[src/stdiff_pkg.sv]
// Shared widths, codes, reset values and saturation helper of the super-twisting differentiator.
`timescale 1ns / 1ps
package stdiff_pkg;

  localparam int unsigned DATA_W     = 32;
  localparam int unsigned FRAC_W     = 16;
  localparam int unsigned MAG_W      = DATA_W + 1;
  localparam int unsigned SAT_W      = DATA_W + 4;
  localparam int unsigned SMAG_W     = FRAC_W + 1;
  localparam int unsigned ROOT_W     = (MAG_W + FRAC_W + 1) / 2;
  localparam int unsigned RAD_W      = 2 * ROOT_W;
  localparam int unsigned REM_W      = ROOT_W + 2;
  localparam int unsigned ROOT_CNT_W = $clog2(ROOT_W + 1);
  localparam int unsigned MUL_A_W    = DATA_W + ROOT_W - FRAC_W;
  localparam int unsigned MUL_B_W    = DATA_W;
  localparam int unsigned PROD_W     = MUL_A_W + MUL_B_W;
  localparam int unsigned MUL_CNT_W  = $clog2(MUL_B_W + 1);
  localparam int unsigned CLAMP_W    = DATA_W + 3;
  localparam int unsigned DEN_W      = MAG_W + 1;
  localparam int unsigned DREM_W     = MAG_W + 2;
  localparam int unsigned DIV_CNT_W  = $clog2(FRAC_W + 1);
  localparam int unsigned CFG_IDX_W  = 3;

  localparam logic [SMAG_W-1:0]  ONE_Q     = SMAG_W'(1) << FRAC_W;
  localparam logic [MUL_A_W-1:0] MAG_LIMIT = MUL_A_W'(1) << (DATA_W + 2);

  localparam logic signed [SAT_W-1:0] SAT_HI =
    {{(SAT_W - DATA_W + 1){1'b0}}, {(DATA_W - 1){1'b1}}};
  localparam logic signed [SAT_W-1:0] SAT_LO =
    {{(SAT_W - DATA_W + 1){1'b1}}, {(DATA_W - 1){1'b0}}};

  localparam logic [DATA_W-1:0] LAMBDA_RST = DATA_W'(98304);
  localparam logic [DATA_W-1:0] ALPHA_RST  = DATA_W'(72090);
  localparam logic [DATA_W-1:0] SMOOTH_RST = DATA_W'(656);
  localparam logic [DATA_W-1:0] STEP_RST   = DATA_W'(4294967);

  typedef enum logic [CFG_IDX_W-1:0] {
    CFG_SWITCH_MODE = 3'd0,
    CFG_LAMBDA_GAIN = 3'd1,
    CFG_ALPHA_GAIN  = 3'd2,
    CFG_SMOOTH      = 3'd3,
    CFG_STEP_TIME   = 3'd4
  } stdiff_cfg_e;

  typedef enum logic [3:0] {
    ST_IDLE,
    ST_ERR,
    ST_ROOT,
    ST_DIV,
    ST_MUL_LR,
    ST_MUL_PS,
    ST_DERIV,
    ST_MUL_SD,
    ST_MUL_AS,
    ST_MUL_SI,
    ST_OUT
  } stdiff_state_e;

  // Completion status of a serial unit.
  typedef struct packed {
    logic busy;
    logic done;
  } stdiff_unit_stat_t;

  function automatic logic [DATA_W-1:0] sat_data(input logic signed [SAT_W-1:0] v);
    logic [DATA_W-1:0] r;
    if (v > SAT_HI) r = SAT_HI[DATA_W-1:0];
    else if (v < SAT_LO) r = SAT_LO[DATA_W-1:0];
    else r = v[DATA_W-1:0];
    return r;
  endfunction

endpackage

[src/stdiff_mul.sv]
// Bit-serial shift-add multiplier, one multiplier bit per cycle.
`timescale 1ns / 1ps
module stdiff_mul (
  input  logic                               clk_i,
  input  logic                               rst_ni,
  input  logic                               start_i,
  input  logic [stdiff_pkg::MUL_A_W-1:0]     a_i,
  input  logic [stdiff_pkg::MUL_B_W-1:0]     b_i,
  output logic [stdiff_pkg::PROD_W-1:0]      prod_o,
  output stdiff_pkg::stdiff_unit_stat_t      stat_o
);
  import stdiff_pkg::*;

  logic [PROD_W-1:0]    p_q, p_d;
  logic [MUL_A_W-1:0]   a_q, a_d;
  logic [MUL_CNT_W-1:0] cnt_q, cnt_d;
  logic                 done_q, done_d;
  logic [MUL_A_W:0]     upper;

  always_comb begin
    upper  = {1'b0, p_q[PROD_W-1:MUL_B_W]} + (p_q[0] ? {1'b0, a_q} : '0);
    p_d    = p_q;
    a_d    = a_q;
    cnt_d  = cnt_q;
    done_d = 1'b0;
    if (start_i) begin
      p_d   = {{MUL_A_W{1'b0}}, b_i};
      a_d   = a_i;
      cnt_d = MUL_CNT_W'(MUL_B_W);
    end else if (cnt_q != '0) begin
      // add on the low bit, then shift the whole product right
      p_d    = {upper, p_q[MUL_B_W-1:1]};
      cnt_d  = cnt_q - 1'b1;
      done_d = (cnt_q == MUL_CNT_W'(1));
    end
  end

  always_ff @(posedge clk_i or negedge rst_ni) begin
    if (!rst_ni) begin
      cnt_q  <= '0;
      done_q <= 1'b0;
    end else begin
      cnt_q  <= cnt_d;
      done_q <= done_d;
    end
  end

  always_ff @(posedge clk_i) begin
    p_q <= p_d;
    a_q <= a_d;
  end

  assign prod_o      = p_q;
  assign stat_o.busy = (cnt_q != '0);
  assign stat_o.done = done_q;

endmodule

[src/stdiff_root.sv]
// Restoring square root, one root bit per cycle, of a magnitude scaled by the fraction bits.
`timescale 1ns / 1ps
module stdiff_root (
  input  logic                             clk_i,
  input  logic                             rst_ni,
  input  logic                             start_i,
  input  logic [stdiff_pkg::MAG_W-1:0]     mag_i,
  output logic [stdiff_pkg::ROOT_W-1:0]    root_o,
  output stdiff_pkg::stdiff_unit_stat_t    stat_o
);
  import stdiff_pkg::*;

  logic [RAD_W-1:0]      rad_q, rad_d;
  logic [REM_W-1:0]      rem_q, rem_d;
  logic [ROOT_W-1:0]     root_q, root_d;
  logic [ROOT_CNT_W-1:0] cnt_q, cnt_d;
  logic                  done_q, done_d;
  logic [REM_W+1:0]      remw, trial, diff;
  logic                  ge;

  always_comb begin
    remw   = {rem_q, rad_q[RAD_W-1 -: 2]};
    trial  = {{(REM_W - ROOT_W){1'b0}}, root_q, 2'b01};
    diff   = remw - trial;
    ge     = (remw >= trial);
    rad_d  = rad_q;
    rem_d  = rem_q;
    root_d = root_q;
    cnt_d  = cnt_q;
    done_d = 1'b0;
    if (start_i) begin
      rad_d  = RAD_W'({mag_i, {FRAC_W{1'b0}}});
      rem_d  = '0;
      root_d = '0;
      cnt_d  = ROOT_CNT_W'(ROOT_W);
    end else if (cnt_q != '0) begin
      rad_d  = {rad_q[RAD_W-3:0], 2'b00};
      rem_d  = ge ? diff[REM_W-1:0] : remw[REM_W-1:0];
      root_d = {root_q[ROOT_W-2:0], ge};
      cnt_d  = cnt_q - 1'b1;
      done_d = (cnt_q == ROOT_CNT_W'(1));
    end
  end

  always_ff @(posedge clk_i or negedge rst_ni) begin
    if (!rst_ni) begin
      cnt_q  <= '0;
      done_q <= 1'b0;
    end else begin
      cnt_q  <= cnt_d;
      done_q <= done_d;
    end
  end

  always_ff @(posedge clk_i) begin
    rad_q  <= rad_d;
    rem_q  <= rem_d;
    root_q <= root_d;
  end

  assign root_o      = root_q;
  assign stat_o.busy = (cnt_q != '0);
  assign stat_o.done = done_q;

endmodule

[src/super_twisting_differentiator.sv]
// Top level of the super-twisting differentiator: sequencer, divider, state and ports.
//
//  channel  | direction | handshake                 | payload
//  ---------+-----------+---------------------------+------------------------------------
//  in       | sink      | in_valid_i / in_stall_o   | sample_i
//  out      | source    | out_valid_o / out_stall_i | derivative_o, tracking_error_o
//  cfg      | sink      | cfg_valid_i / cfg_ready_o | cfg_index_i, cfg_data_i
//
// Per sample the work is five 32-step products on the shared bit-serial multiplier, a
// 25-step square root and, in sigmoid mode with a nonzero error and width, a 16-step divide.
// One sample is in work at a time.
// Reset clears the estimate and the integral and returns the mode and settings to their defaults; no clearing pass.
// A result waits in the output register under stall while the next sample is taken in;
// only the final write of the following result waits for that register to drain.
`timescale 1ns / 1ps
module super_twisting_differentiator (
  input  logic                                clk_i,
  input  logic                                rst_ni,
  input  logic                                in_valid_i,
  output logic                                in_stall_o,
  input  logic signed [stdiff_pkg::DATA_W-1:0] sample_i,
  output logic                                out_valid_o,
  input  logic                                out_stall_i,
  output logic signed [stdiff_pkg::DATA_W-1:0] derivative_o,
  output logic signed [stdiff_pkg::DATA_W-1:0] tracking_error_o,
  input  logic                                cfg_valid_i,
  output logic                                cfg_ready_o,
  input  logic [stdiff_pkg::CFG_IDX_W-1:0]    cfg_index_i,
  input  logic [stdiff_pkg::DATA_W-1:0]       cfg_data_i
);
  import stdiff_pkg::*;

  stdiff_state_e state_q, state_d;

  // configuration registers
  logic              mode_q;
  logic [DATA_W-1:0] lambda_q, alpha_q, smooth_q, step_q;

  // filter state
  logic [DATA_W-1:0] est_q, int_q;

  // per-sample work registers
  logic [DATA_W-1:0]    sample_q, deriv_q, am_q;
  logic                 e_neg_q, need_div_q, go_q;
  logic [MAG_W-1:0]     emag_q;
  logic [SMAG_W-1:0]    smag_q;
  logic [MUL_A_W-1:0]   p1_q;
  logic [CLAMP_W-1:0]   cm_q;
  logic [DREM_W-1:0]    drem_q;
  logic [DEN_W-1:0]     den_q;
  logic [FRAC_W-1:0]    dquo_q;
  logic [DIV_CNT_W-1:0] dcnt_q;

  // output register
  logic              out_valid_q;
  logic [DATA_W-1:0] out_deriv_q, out_terr_q;

  // serial units
  logic                 mul_start, root_start;
  logic [MUL_A_W-1:0]   mul_a;
  logic [MUL_B_W-1:0]   mul_b;
  logic [PROD_W-1:0]    prod;
  logic [ROOT_W-1:0]    root;
  stdiff_unit_stat_t    mul_stat, root_stat;

  logic in_take, out_free, mul_state, unit_done;
  logic signed [MAG_W-1:0] e;
  logic [MAG_W-1:0]        emag;
  logic [DREM_W-1:0]       drem2;
  logic                    dge;
  logic [MUL_A_W-1:0]      cprod;
  logic [DATA_W-1:0]       dabs;
  logic signed [SAT_W-1:0] cterm, dterm, iterm;

  assign in_take  = in_valid_i && !in_stall_o;
  assign out_free = !out_valid_q || !out_stall_i;

  assign mul_state = (state_q == ST_MUL_LR) || (state_q == ST_MUL_PS) ||
                     (state_q == ST_MUL_SD) || (state_q == ST_MUL_AS) ||
                     (state_q == ST_MUL_SI);
  assign unit_done = mul_state ? mul_stat.done : root_stat.done;

  // error and its magnitude, one extra bit keeps it exact
  assign e    = $signed({est_q[DATA_W-1], est_q}) - $signed({sample_q[DATA_W-1], sample_q});
  assign emag = e[MAG_W-1] ? MAG_W'(-e) : MAG_W'(e);

  // one quotient bit of the sigmoid divide
  assign drem2 = {drem_q[DREM_W-2:0], 1'b0};
  assign dge   = (drem2 >= {1'b0, den_q});

  assign cprod = prod[FRAC_W +: MUL_A_W];
  assign dabs  = deriv_q[DATA_W-1] ? DATA_W'(-deriv_q) : deriv_q;

  // apply signs to the correction, estimate step and integral step
  always_comb begin
    if (e_neg_q) cterm = -$signed(SAT_W'(cm_q));
    else cterm = $signed(SAT_W'(cm_q));
    if (deriv_q[DATA_W-1]) dterm = -$signed(SAT_W'(prod[DATA_W +: DATA_W]));
    else dterm = $signed(SAT_W'(prod[DATA_W +: DATA_W]));
    if (e_neg_q) iterm = $signed(SAT_W'(prod[DATA_W +: DATA_W]));
    else iterm = -$signed(SAT_W'(prod[DATA_W +: DATA_W]));
  end

  // operand select for the shared multiplier
  always_comb begin
    mul_a = '0;
    mul_b = '0;
    case (state_q)
      ST_MUL_LR: begin
        mul_a = MUL_A_W'(lambda_q);
        mul_b = MUL_B_W'(root);
      end
      ST_MUL_PS: begin
        mul_a = p1_q;
        mul_b = MUL_B_W'(smag_q);
      end
      ST_MUL_SD: begin
        mul_a = MUL_A_W'(step_q);
        mul_b = dabs;
      end
      ST_MUL_AS: begin
        mul_a = MUL_A_W'(alpha_q);
        mul_b = MUL_B_W'(smag_q);
      end
      ST_MUL_SI: begin
        mul_a = MUL_A_W'(step_q);
        mul_b = am_q;
      end
      default: begin
        mul_a = '0;
        mul_b = '0;
      end
    endcase
  end

  // next state
  always_comb begin
    state_d = state_q;
    case (state_q)
      ST_IDLE:   if (in_take) state_d = ST_ERR;
      ST_ERR:    state_d = ST_ROOT;
      ST_ROOT:   if (go_q && unit_done) state_d = need_div_q ? ST_DIV : ST_MUL_LR;
      ST_DIV:    if (dcnt_q == DIV_CNT_W'(1)) state_d = ST_MUL_LR;
      ST_MUL_LR: if (go_q && unit_done) state_d = ST_MUL_PS;
      ST_MUL_PS: if (go_q && unit_done) state_d = ST_DERIV;
      ST_DERIV:  state_d = ST_MUL_SD;
      ST_MUL_SD: if (go_q && unit_done) state_d = ST_MUL_AS;
      ST_MUL_AS: if (go_q && unit_done) state_d = ST_MUL_SI;
      ST_MUL_SI: if (go_q && unit_done) state_d = ST_OUT;
      ST_OUT:    if (out_free) state_d = ST_IDLE;
      default:   state_d = ST_IDLE;
    endcase
  end

  // state outputs: stall the input while busy, launch each unit once per state
  always_comb begin
    in_stall_o = (state_q != ST_IDLE);
    mul_start  = mul_state && !go_q;
    root_start = (state_q == ST_ROOT) && !go_q;
  end

  always_ff @(posedge clk_i or negedge rst_ni) begin
    if (!rst_ni) begin
      state_q <= ST_IDLE;
      go_q    <= 1'b0;
    end else begin
      state_q <= state_d;
      go_q    <= (mul_state || (state_q == ST_ROOT)) && !(go_q && unit_done);
    end
  end

  // configuration writes
  assign cfg_ready_o = 1'b1;

  always_ff @(posedge clk_i or negedge rst_ni) begin
    if (!rst_ni) begin
      mode_q   <= 1'b0;
      lambda_q <= LAMBDA_RST;
      alpha_q  <= ALPHA_RST;
      smooth_q <= SMOOTH_RST;
      step_q   <= STEP_RST;
    end else if (cfg_valid_i && cfg_ready_o) begin
      case (cfg_index_i)
        CFG_SWITCH_MODE: mode_q   <= cfg_data_i[0];
        CFG_LAMBDA_GAIN: lambda_q <= cfg_data_i;
        CFG_ALPHA_GAIN:  alpha_q  <= cfg_data_i;
        CFG_SMOOTH:      smooth_q <= cfg_data_i;
        CFG_STEP_TIME:   step_q   <= cfg_data_i;
        default: ;
      endcase
    end
  end

  // estimate and integral: written back at the end of their products
  always_ff @(posedge clk_i or negedge rst_ni) begin
    if (!rst_ni) begin
      est_q <= '0;
      int_q <= '0;
    end else begin
      if (state_q == ST_MUL_SD && go_q && unit_done)
        est_q <= sat_data($signed({{(SAT_W - DATA_W){est_q[DATA_W-1]}}, est_q}) + dterm);
      if (state_q == ST_MUL_SI && go_q && unit_done)
        int_q <= sat_data($signed({{(SAT_W - DATA_W){int_q[DATA_W-1]}}, int_q}) + iterm);
    end
  end

  // per-sample datapath
  always_ff @(posedge clk_i) begin
    if (in_take) sample_q <= sample_i;
    case (state_q)
      ST_ERR: begin
        e_neg_q    <= e[MAG_W-1];
        emag_q     <= emag;
        smag_q     <= (emag == '0) ? '0 : ONE_Q;
        need_div_q <= (emag != '0) && mode_q && (smooth_q != '0);
        drem_q     <= DREM_W'(emag);
        den_q      <= DEN_W'(emag) + DEN_W'(smooth_q);
        dcnt_q     <= DIV_CNT_W'(FRAC_W);
      end
      ST_DIV: begin
        drem_q <= dge ? (drem2 - {1'b0, den_q}) : drem2;
        dquo_q <= {dquo_q[FRAC_W-2:0], dge};
        dcnt_q <= dcnt_q - 1'b1;
        if (dcnt_q == DIV_CNT_W'(1)) smag_q <= SMAG_W'({dquo_q[FRAC_W-2:0], dge});
      end
      ST_MUL_LR: if (go_q && unit_done) p1_q <= cprod;
      ST_MUL_PS: begin
        if (go_q && unit_done)
          cm_q <= (cprod > MAG_LIMIT) ? CLAMP_W'(MAG_LIMIT) : cprod[CLAMP_W-1:0];
      end
      ST_DERIV: begin
        deriv_q <= sat_data($signed({{(SAT_W - DATA_W){int_q[DATA_W-1]}}, int_q}) - cterm);
      end
      ST_MUL_AS: if (go_q && unit_done) am_q <= prod[FRAC_W +: DATA_W];
      default: ;
    endcase
  end

  // output register: hold under stall, drop the beat once taken
  always_ff @(posedge clk_i or negedge rst_ni) begin
    if (!rst_ni) begin
      out_valid_q <= 1'b0;
    end else if (state_q == ST_OUT && out_free) begin
      out_valid_q <= 1'b1;
    end else if (!out_stall_i) begin
      out_valid_q <= 1'b0;
    end
  end

  always_ff @(posedge clk_i) begin
    if (state_q == ST_OUT && out_free) begin
      out_deriv_q <= deriv_q;
      out_terr_q  <= sat_data($signed({{(SAT_W - DATA_W){est_q[DATA_W-1]}}, est_q}) -
                              $signed({{(SAT_W - DATA_W){sample_q[DATA_W-1]}}, sample_q}));
    end
  end

  assign out_valid_o      = out_valid_q;
  assign derivative_o     = out_deriv_q;
  assign tracking_error_o = out_terr_q;

  stdiff_mul u_mul (
    .clk_i   (clk_i),
    .rst_ni  (rst_ni),
    .start_i (mul_start),
    .a_i     (mul_a),
    .b_i     (mul_b),
    .prod_o  (prod),
    .stat_o  (mul_stat)
  );

  stdiff_root u_root (
    .clk_i   (clk_i),
    .rst_ni  (rst_ni),
    .start_i (root_start),
    .mag_i   (emag_q),
    .root_o  (root),
    .stat_o  (root_stat)
  );

endmodule

[config.mk]
export PLATFORM = sky130hd
export DESIGN_NAME = super_twisting_differentiator
export DESIGN_NICKNAME = d
export VERILOG_FILES = /design/src/stdiff_pkg.sv /design/src/stdiff_mul.sv /design/src/stdiff_root.sv /design/src/super_twisting_differentiator.sv
export SDC_FILE = /design/constraint.sdc
export NUM_CORES = 2
export LEC_CHECK = 0
export BUFFER_PORTS_ARGS = -buffer_cell sky130_fd_sc_hd__buf_2
export CAP_MARGIN = 20
export CORE_ASPECT_RATIO = 0.6
export CORE_UTILIZATION = 58
export CTS_CLUSTER_SIZE = 30
export DETAILED_ROUTE_END_ITERATION = 10
export PLACE_DENSITY = 0.78
export SYNTH_ARGS = -nofsm -noshare
export SYNTH_HDL_FRONTEND = slang
export SYNTH_SLANG_ARGS = --single-unit
[constraint.sdc]
create_clock -name clk_i -period 6.27 [get_ports clk_i]
set_clock_uncertainty 0.15 [all_clocks]
set_input_delay 0 -clock clk_i [delete_from_list [all_inputs] [get_ports clk_i]]
set_output_delay 0 -clock clk_i [all_outputs]
set_load 0.01 [all_outputs]
==> out/qor.csv <==
stage,metric,value,unit
clock_tree,cts_buffers,75,
floorplanning,die_x,373.8,um
grt,grt_pass1_vias,37710,
clock_tree,cts.path.max_buffers,3,
synthesis,synth_warnings,0,
timing,setup_violations,2,
clock_tree,htree_levels,3,
power,power.density,477.5,mW/mm2
synthesis,synthMuxAreaShare,0.03542,
synthesis,synth_edf_count,482,
setup_path,crit_fanout,5,
placement,io_buffers,137,
layout,drive_gt1_frac,0.1596,
drt,via_per_inst,6.383,
floorplanning,std_cell_rows,81,
clock_tree,clkTransAtPathRegs,0.08,ns
synthesis,syn_area_per_cell,9.701,um2
timing,whs,0.04179,ns
layout,multi_input_area,0.02553,mm2
synthesis,yosys.area_share.simple,0.1651,
synthesis,synth_cell_types,93,
clock_tree,cts_root_buffer,clkbuf_16,
layout,final.fill_count,6186,
setup_path,required,6.55,ns
synthesis,synth-seq-cells,788,
timing,post-route-period-util,1.008,
synthesis,synth_compound_area_frac,0.1677,
timing,max_slew_margin,0.2596,
timing,slew_viol_final,0,
grt,grt-ovfl-total,0,
floorplanning,num_io_pins,139,
grt,grt_pass1_wl,222800,um
timing,fin_setup_tns,-0.05320,ns
drt,dr.pass1.iters,10,
setup_path,critical_path.endpoint_type,flop,
synthesis,synth_area_leaders,"edfxtp_1 (30%), dfrtp_1 (9.8%), ha_1 (7.4%)",
clock_tree,cts_sinks,788,
synthesis,synth_top_family_by_area,compound AO/OA/AOI/OAI gates,
timing,tightest_slew,1.105,ns
placement,dp_hpwl,106200,um
drt,drc,0,
grt,antenna_found_initial,6,
synthesis,synth_top_flop_cell,edfxtp_1,
drt,ant_nets,0,
drt,vias,41290,
layout,num-nets-final,5686,
timing,fmax,158.2,MHz
synthesis,synthTopCellsByCount,"nand2_1 (630), edfxtp_1 (482), nor2_1 (382)",
grt,grt_max_degree,145,
floorplanning,die_h,225.1,um
timing,period_needed,6.322,ns
setup_path,arrival,6.60,ns
floorplanning,die-area,0.08415,mm2
grt,grt_usage,0.3414,
floorplanning,core,0.08179,mm2
status,status,"complete, but fails checks",
status,violations,negative setup slack,
placement,pre_cts_slack,-0.04446,ns
flow_run,drv_cap,0,
layout,syn_to_final_growth,15.67,%
timing,setup_slack,-0.05154,ns
synthesis,synthesis.area,0.04812,mm2
synthesis,postSynth.asyncResetShare,0.2690,
synthesis,synth_top_area_cell,edfxtp_1,
setup_path,crit_type,reg -> reg,
clock_tree,clk_latency,0.69,ns
placement,place_inst,6172,
placement,dpl_cell_area,0.05109,mm2
layout,final_area,0.05565,mm2
timing,hold_viol,0,
floorplanning,initial_core_util,0.5883,
setup_path,crit_path_start_kind,flop,
timing,rsz0062_at_grt,yes,
synthesis,syn_nets,5325,
worst_hold_path,hp-class,in -> reg,
layout,register_area,0.02169,mm2
power,total_leakage_power,23.37,nW
synthesis,synthAdderAreaFrac,0.07853,
synthesis,synth_most_common_cell,nand2_1,
clock_tree,cts_tree,done,
layout,final_cell_count_no_fill,6468,
power,peakVddDrop,0.2806,mV
drt,wl_per_cell,22.86,um
synthesis,synthCells,4960,
drt,drt-total-wl,147900,um
drt,first_iter_violations,5984,
synthesis,ys_seq_area_frac,0.4508,
synthesis,yosysTopAreaCellShare,0.3008,
placement,place.gp.congestion,1.019,
synthesis,synth_xor_xnor_area_share,0.06881,
==> where the power goes <==
part	switching (mW)	total (mW)	internal, mW
Sequential	1.12	8.52	7.40
Combinational	8.07	13.4	5.37
Clock	2.12	4.61	2.49
==> repair_timing <==
item	CTS	global route
gates cloned	0	6
pin swaps	0	62
hold buffers	108	0
hold endpoints to repair	451	0
buffers inserted	1	34
endpoints found under the setup margin	35	100
gates resized for setup	7	140
==> path summary, 6_finish.rpt <==
| path | to | cells past startpoint | start | slack [ns] |
|---|---|---|---|---|
| min in group asynchronous | est_q[0]$_DFFE_PN0P_ | 4 | rst_ni | 0.35 |
| worst min-delay path | smooth_q[7]$_DFFE_PN1P_ | 3 | cfg_data_i[7] | 0.04 |
| worst max-delay path | den_q[30]$_DFFE_PP_ | 27 | est_q[0]$_DFFE_PN0P_ | -0.05 |
| worst max register to register | den_q[30]$_DFFE_PP_ | 27 | est_q[0]$_DFFE_PN0P_ | -0.05 |
| worst min register to register | dquo_q[9]$_DFFE_PP_ | 0 | dquo_q[8]$_DFFE_PP_ | 0.30 |
| max in group asynchronous | u_root.cnt_q[3]$_DFFE_PN0P_ | 4 | rst_ni | 4.83 |
==> placed cells by master, fill, tap and decap left out, types with 34 or more instances in the layout <==
| cell | count |
|---|---|
| a31oi_1 | 80 |
| nand2_1 | 625 |
| o21ai_0 | 217 |
| a211oi_1 | 34 |
| inv_1 | 198 |
| dfxtp_1 | 94 |
| nand2b_1 | 66 |
| a222oi_1 | 58 |
| xnor2_1 | 237 |
| nor2b_1 | 50 |
| nand4_1 | 41 |
| a21oi_1 | 360 |
| mux2_2 | 138 |
| nor2_1 | 368 |
| xor2_1 | 127 |
| and2_1 | 116 |
| dlygate4sd3_1 | 107 |
| o21a_1 | 45 |
| nand3_1 | 71 |
| buf_4 | 239 |
| dfrtp_1 | 189 |
| a21o_1 | 114 |
| or3_1 | 35 |
| nor4_1 | 40 |
| edfxtp_1 | 482 |
| nor3_1 | 89 |
| o31ai_1 | 35 |
| buf_2 | 136 |
| ha_1 | 281 |
| clkbuf_16 | 83 |
==> layer usage <==
layer / GRT usage / vias up / routed length, um
met2: 0.4665 / 2438 / 59320
met1: 0.5203 / 19780 / 65030
met3: 0.1048 / 261 / 20160
li1: - / 18810 / -
met5: 0 / - / 0
met4: 0.08217 / 0 / 3386
==> cell families (layout without fill, tap and decap cells) <==
kind of cell | count (synthesis) | after routing
xor gates and xnor gates | 378 | 378
adders and majority gates | 299 | 299
AOI/OAI and AO/OA | 1237 | 1237
and+or+nand+nor | 1683 | 1683
buffers and inverters | 421 | 844
other | 1 | 7
muxes | 153 | 153
DFF | 788 | 788
==> worst max-delay path, stage by stage, from the launching register on <==
cell and delay (ns):
dfrtp_1 0.41, inv_1 0.08, ha_2 0.19, inv_2 0.04
fa_2 0.37, a211oi_2 0.33, o21ai_2 0.12, buf_4 0.17
a41o_4 0.24, xor2_2 0.19, a2111o_1 0.41, nor4_2 0.30
buf_4 0.22, nor2_4 0.05, xnor2_2 0.15, ha_1 0.38
and3_4 0.22, nand2_4 0.06, a211oi_4 0.26, o211ai_1 0.18
a31oi_2 0.26, a41oi_2 0.17, o21ai_2 0.19, a21oi_2 0.09
nor2b_2 0.19, nor4_4 0.07, o41a_1 0.44, xnor2_1 0.14
==> stage by stage <==
step                      utilization  power, mW
after floorplan                     -      17.26
after global placement         0.6246      20.68
after detailed placement       0.6246      21.03
after CTS                      0.6682      25.78
after global routing           0.6804      28.13
final                          0.6805      26.58
==> state kept, by name (all words and copies together), names as in the netlist, 33 cells and up <==
signal / flops
den_q: 34
drem_q: 34
u_mul.a_q: 41
p1_q: 41
emag_q: 33
u_mul.prod_o: 73
cm_q: 35
u_root.rad_q: 34
==> layout make-up <==
cell class,count,area share
antenna,6,0.0002698
clock buffer,103,0.03748
clock inverter,36,0.006115
inverter,205,0.01387
multi-input combinational,3751,0.4588
sequential,788,0.3897
tap,1079,0.02426
timing repair buffer,500,0.06954
No activity file was read; power rests on OpenSTA's default activity.
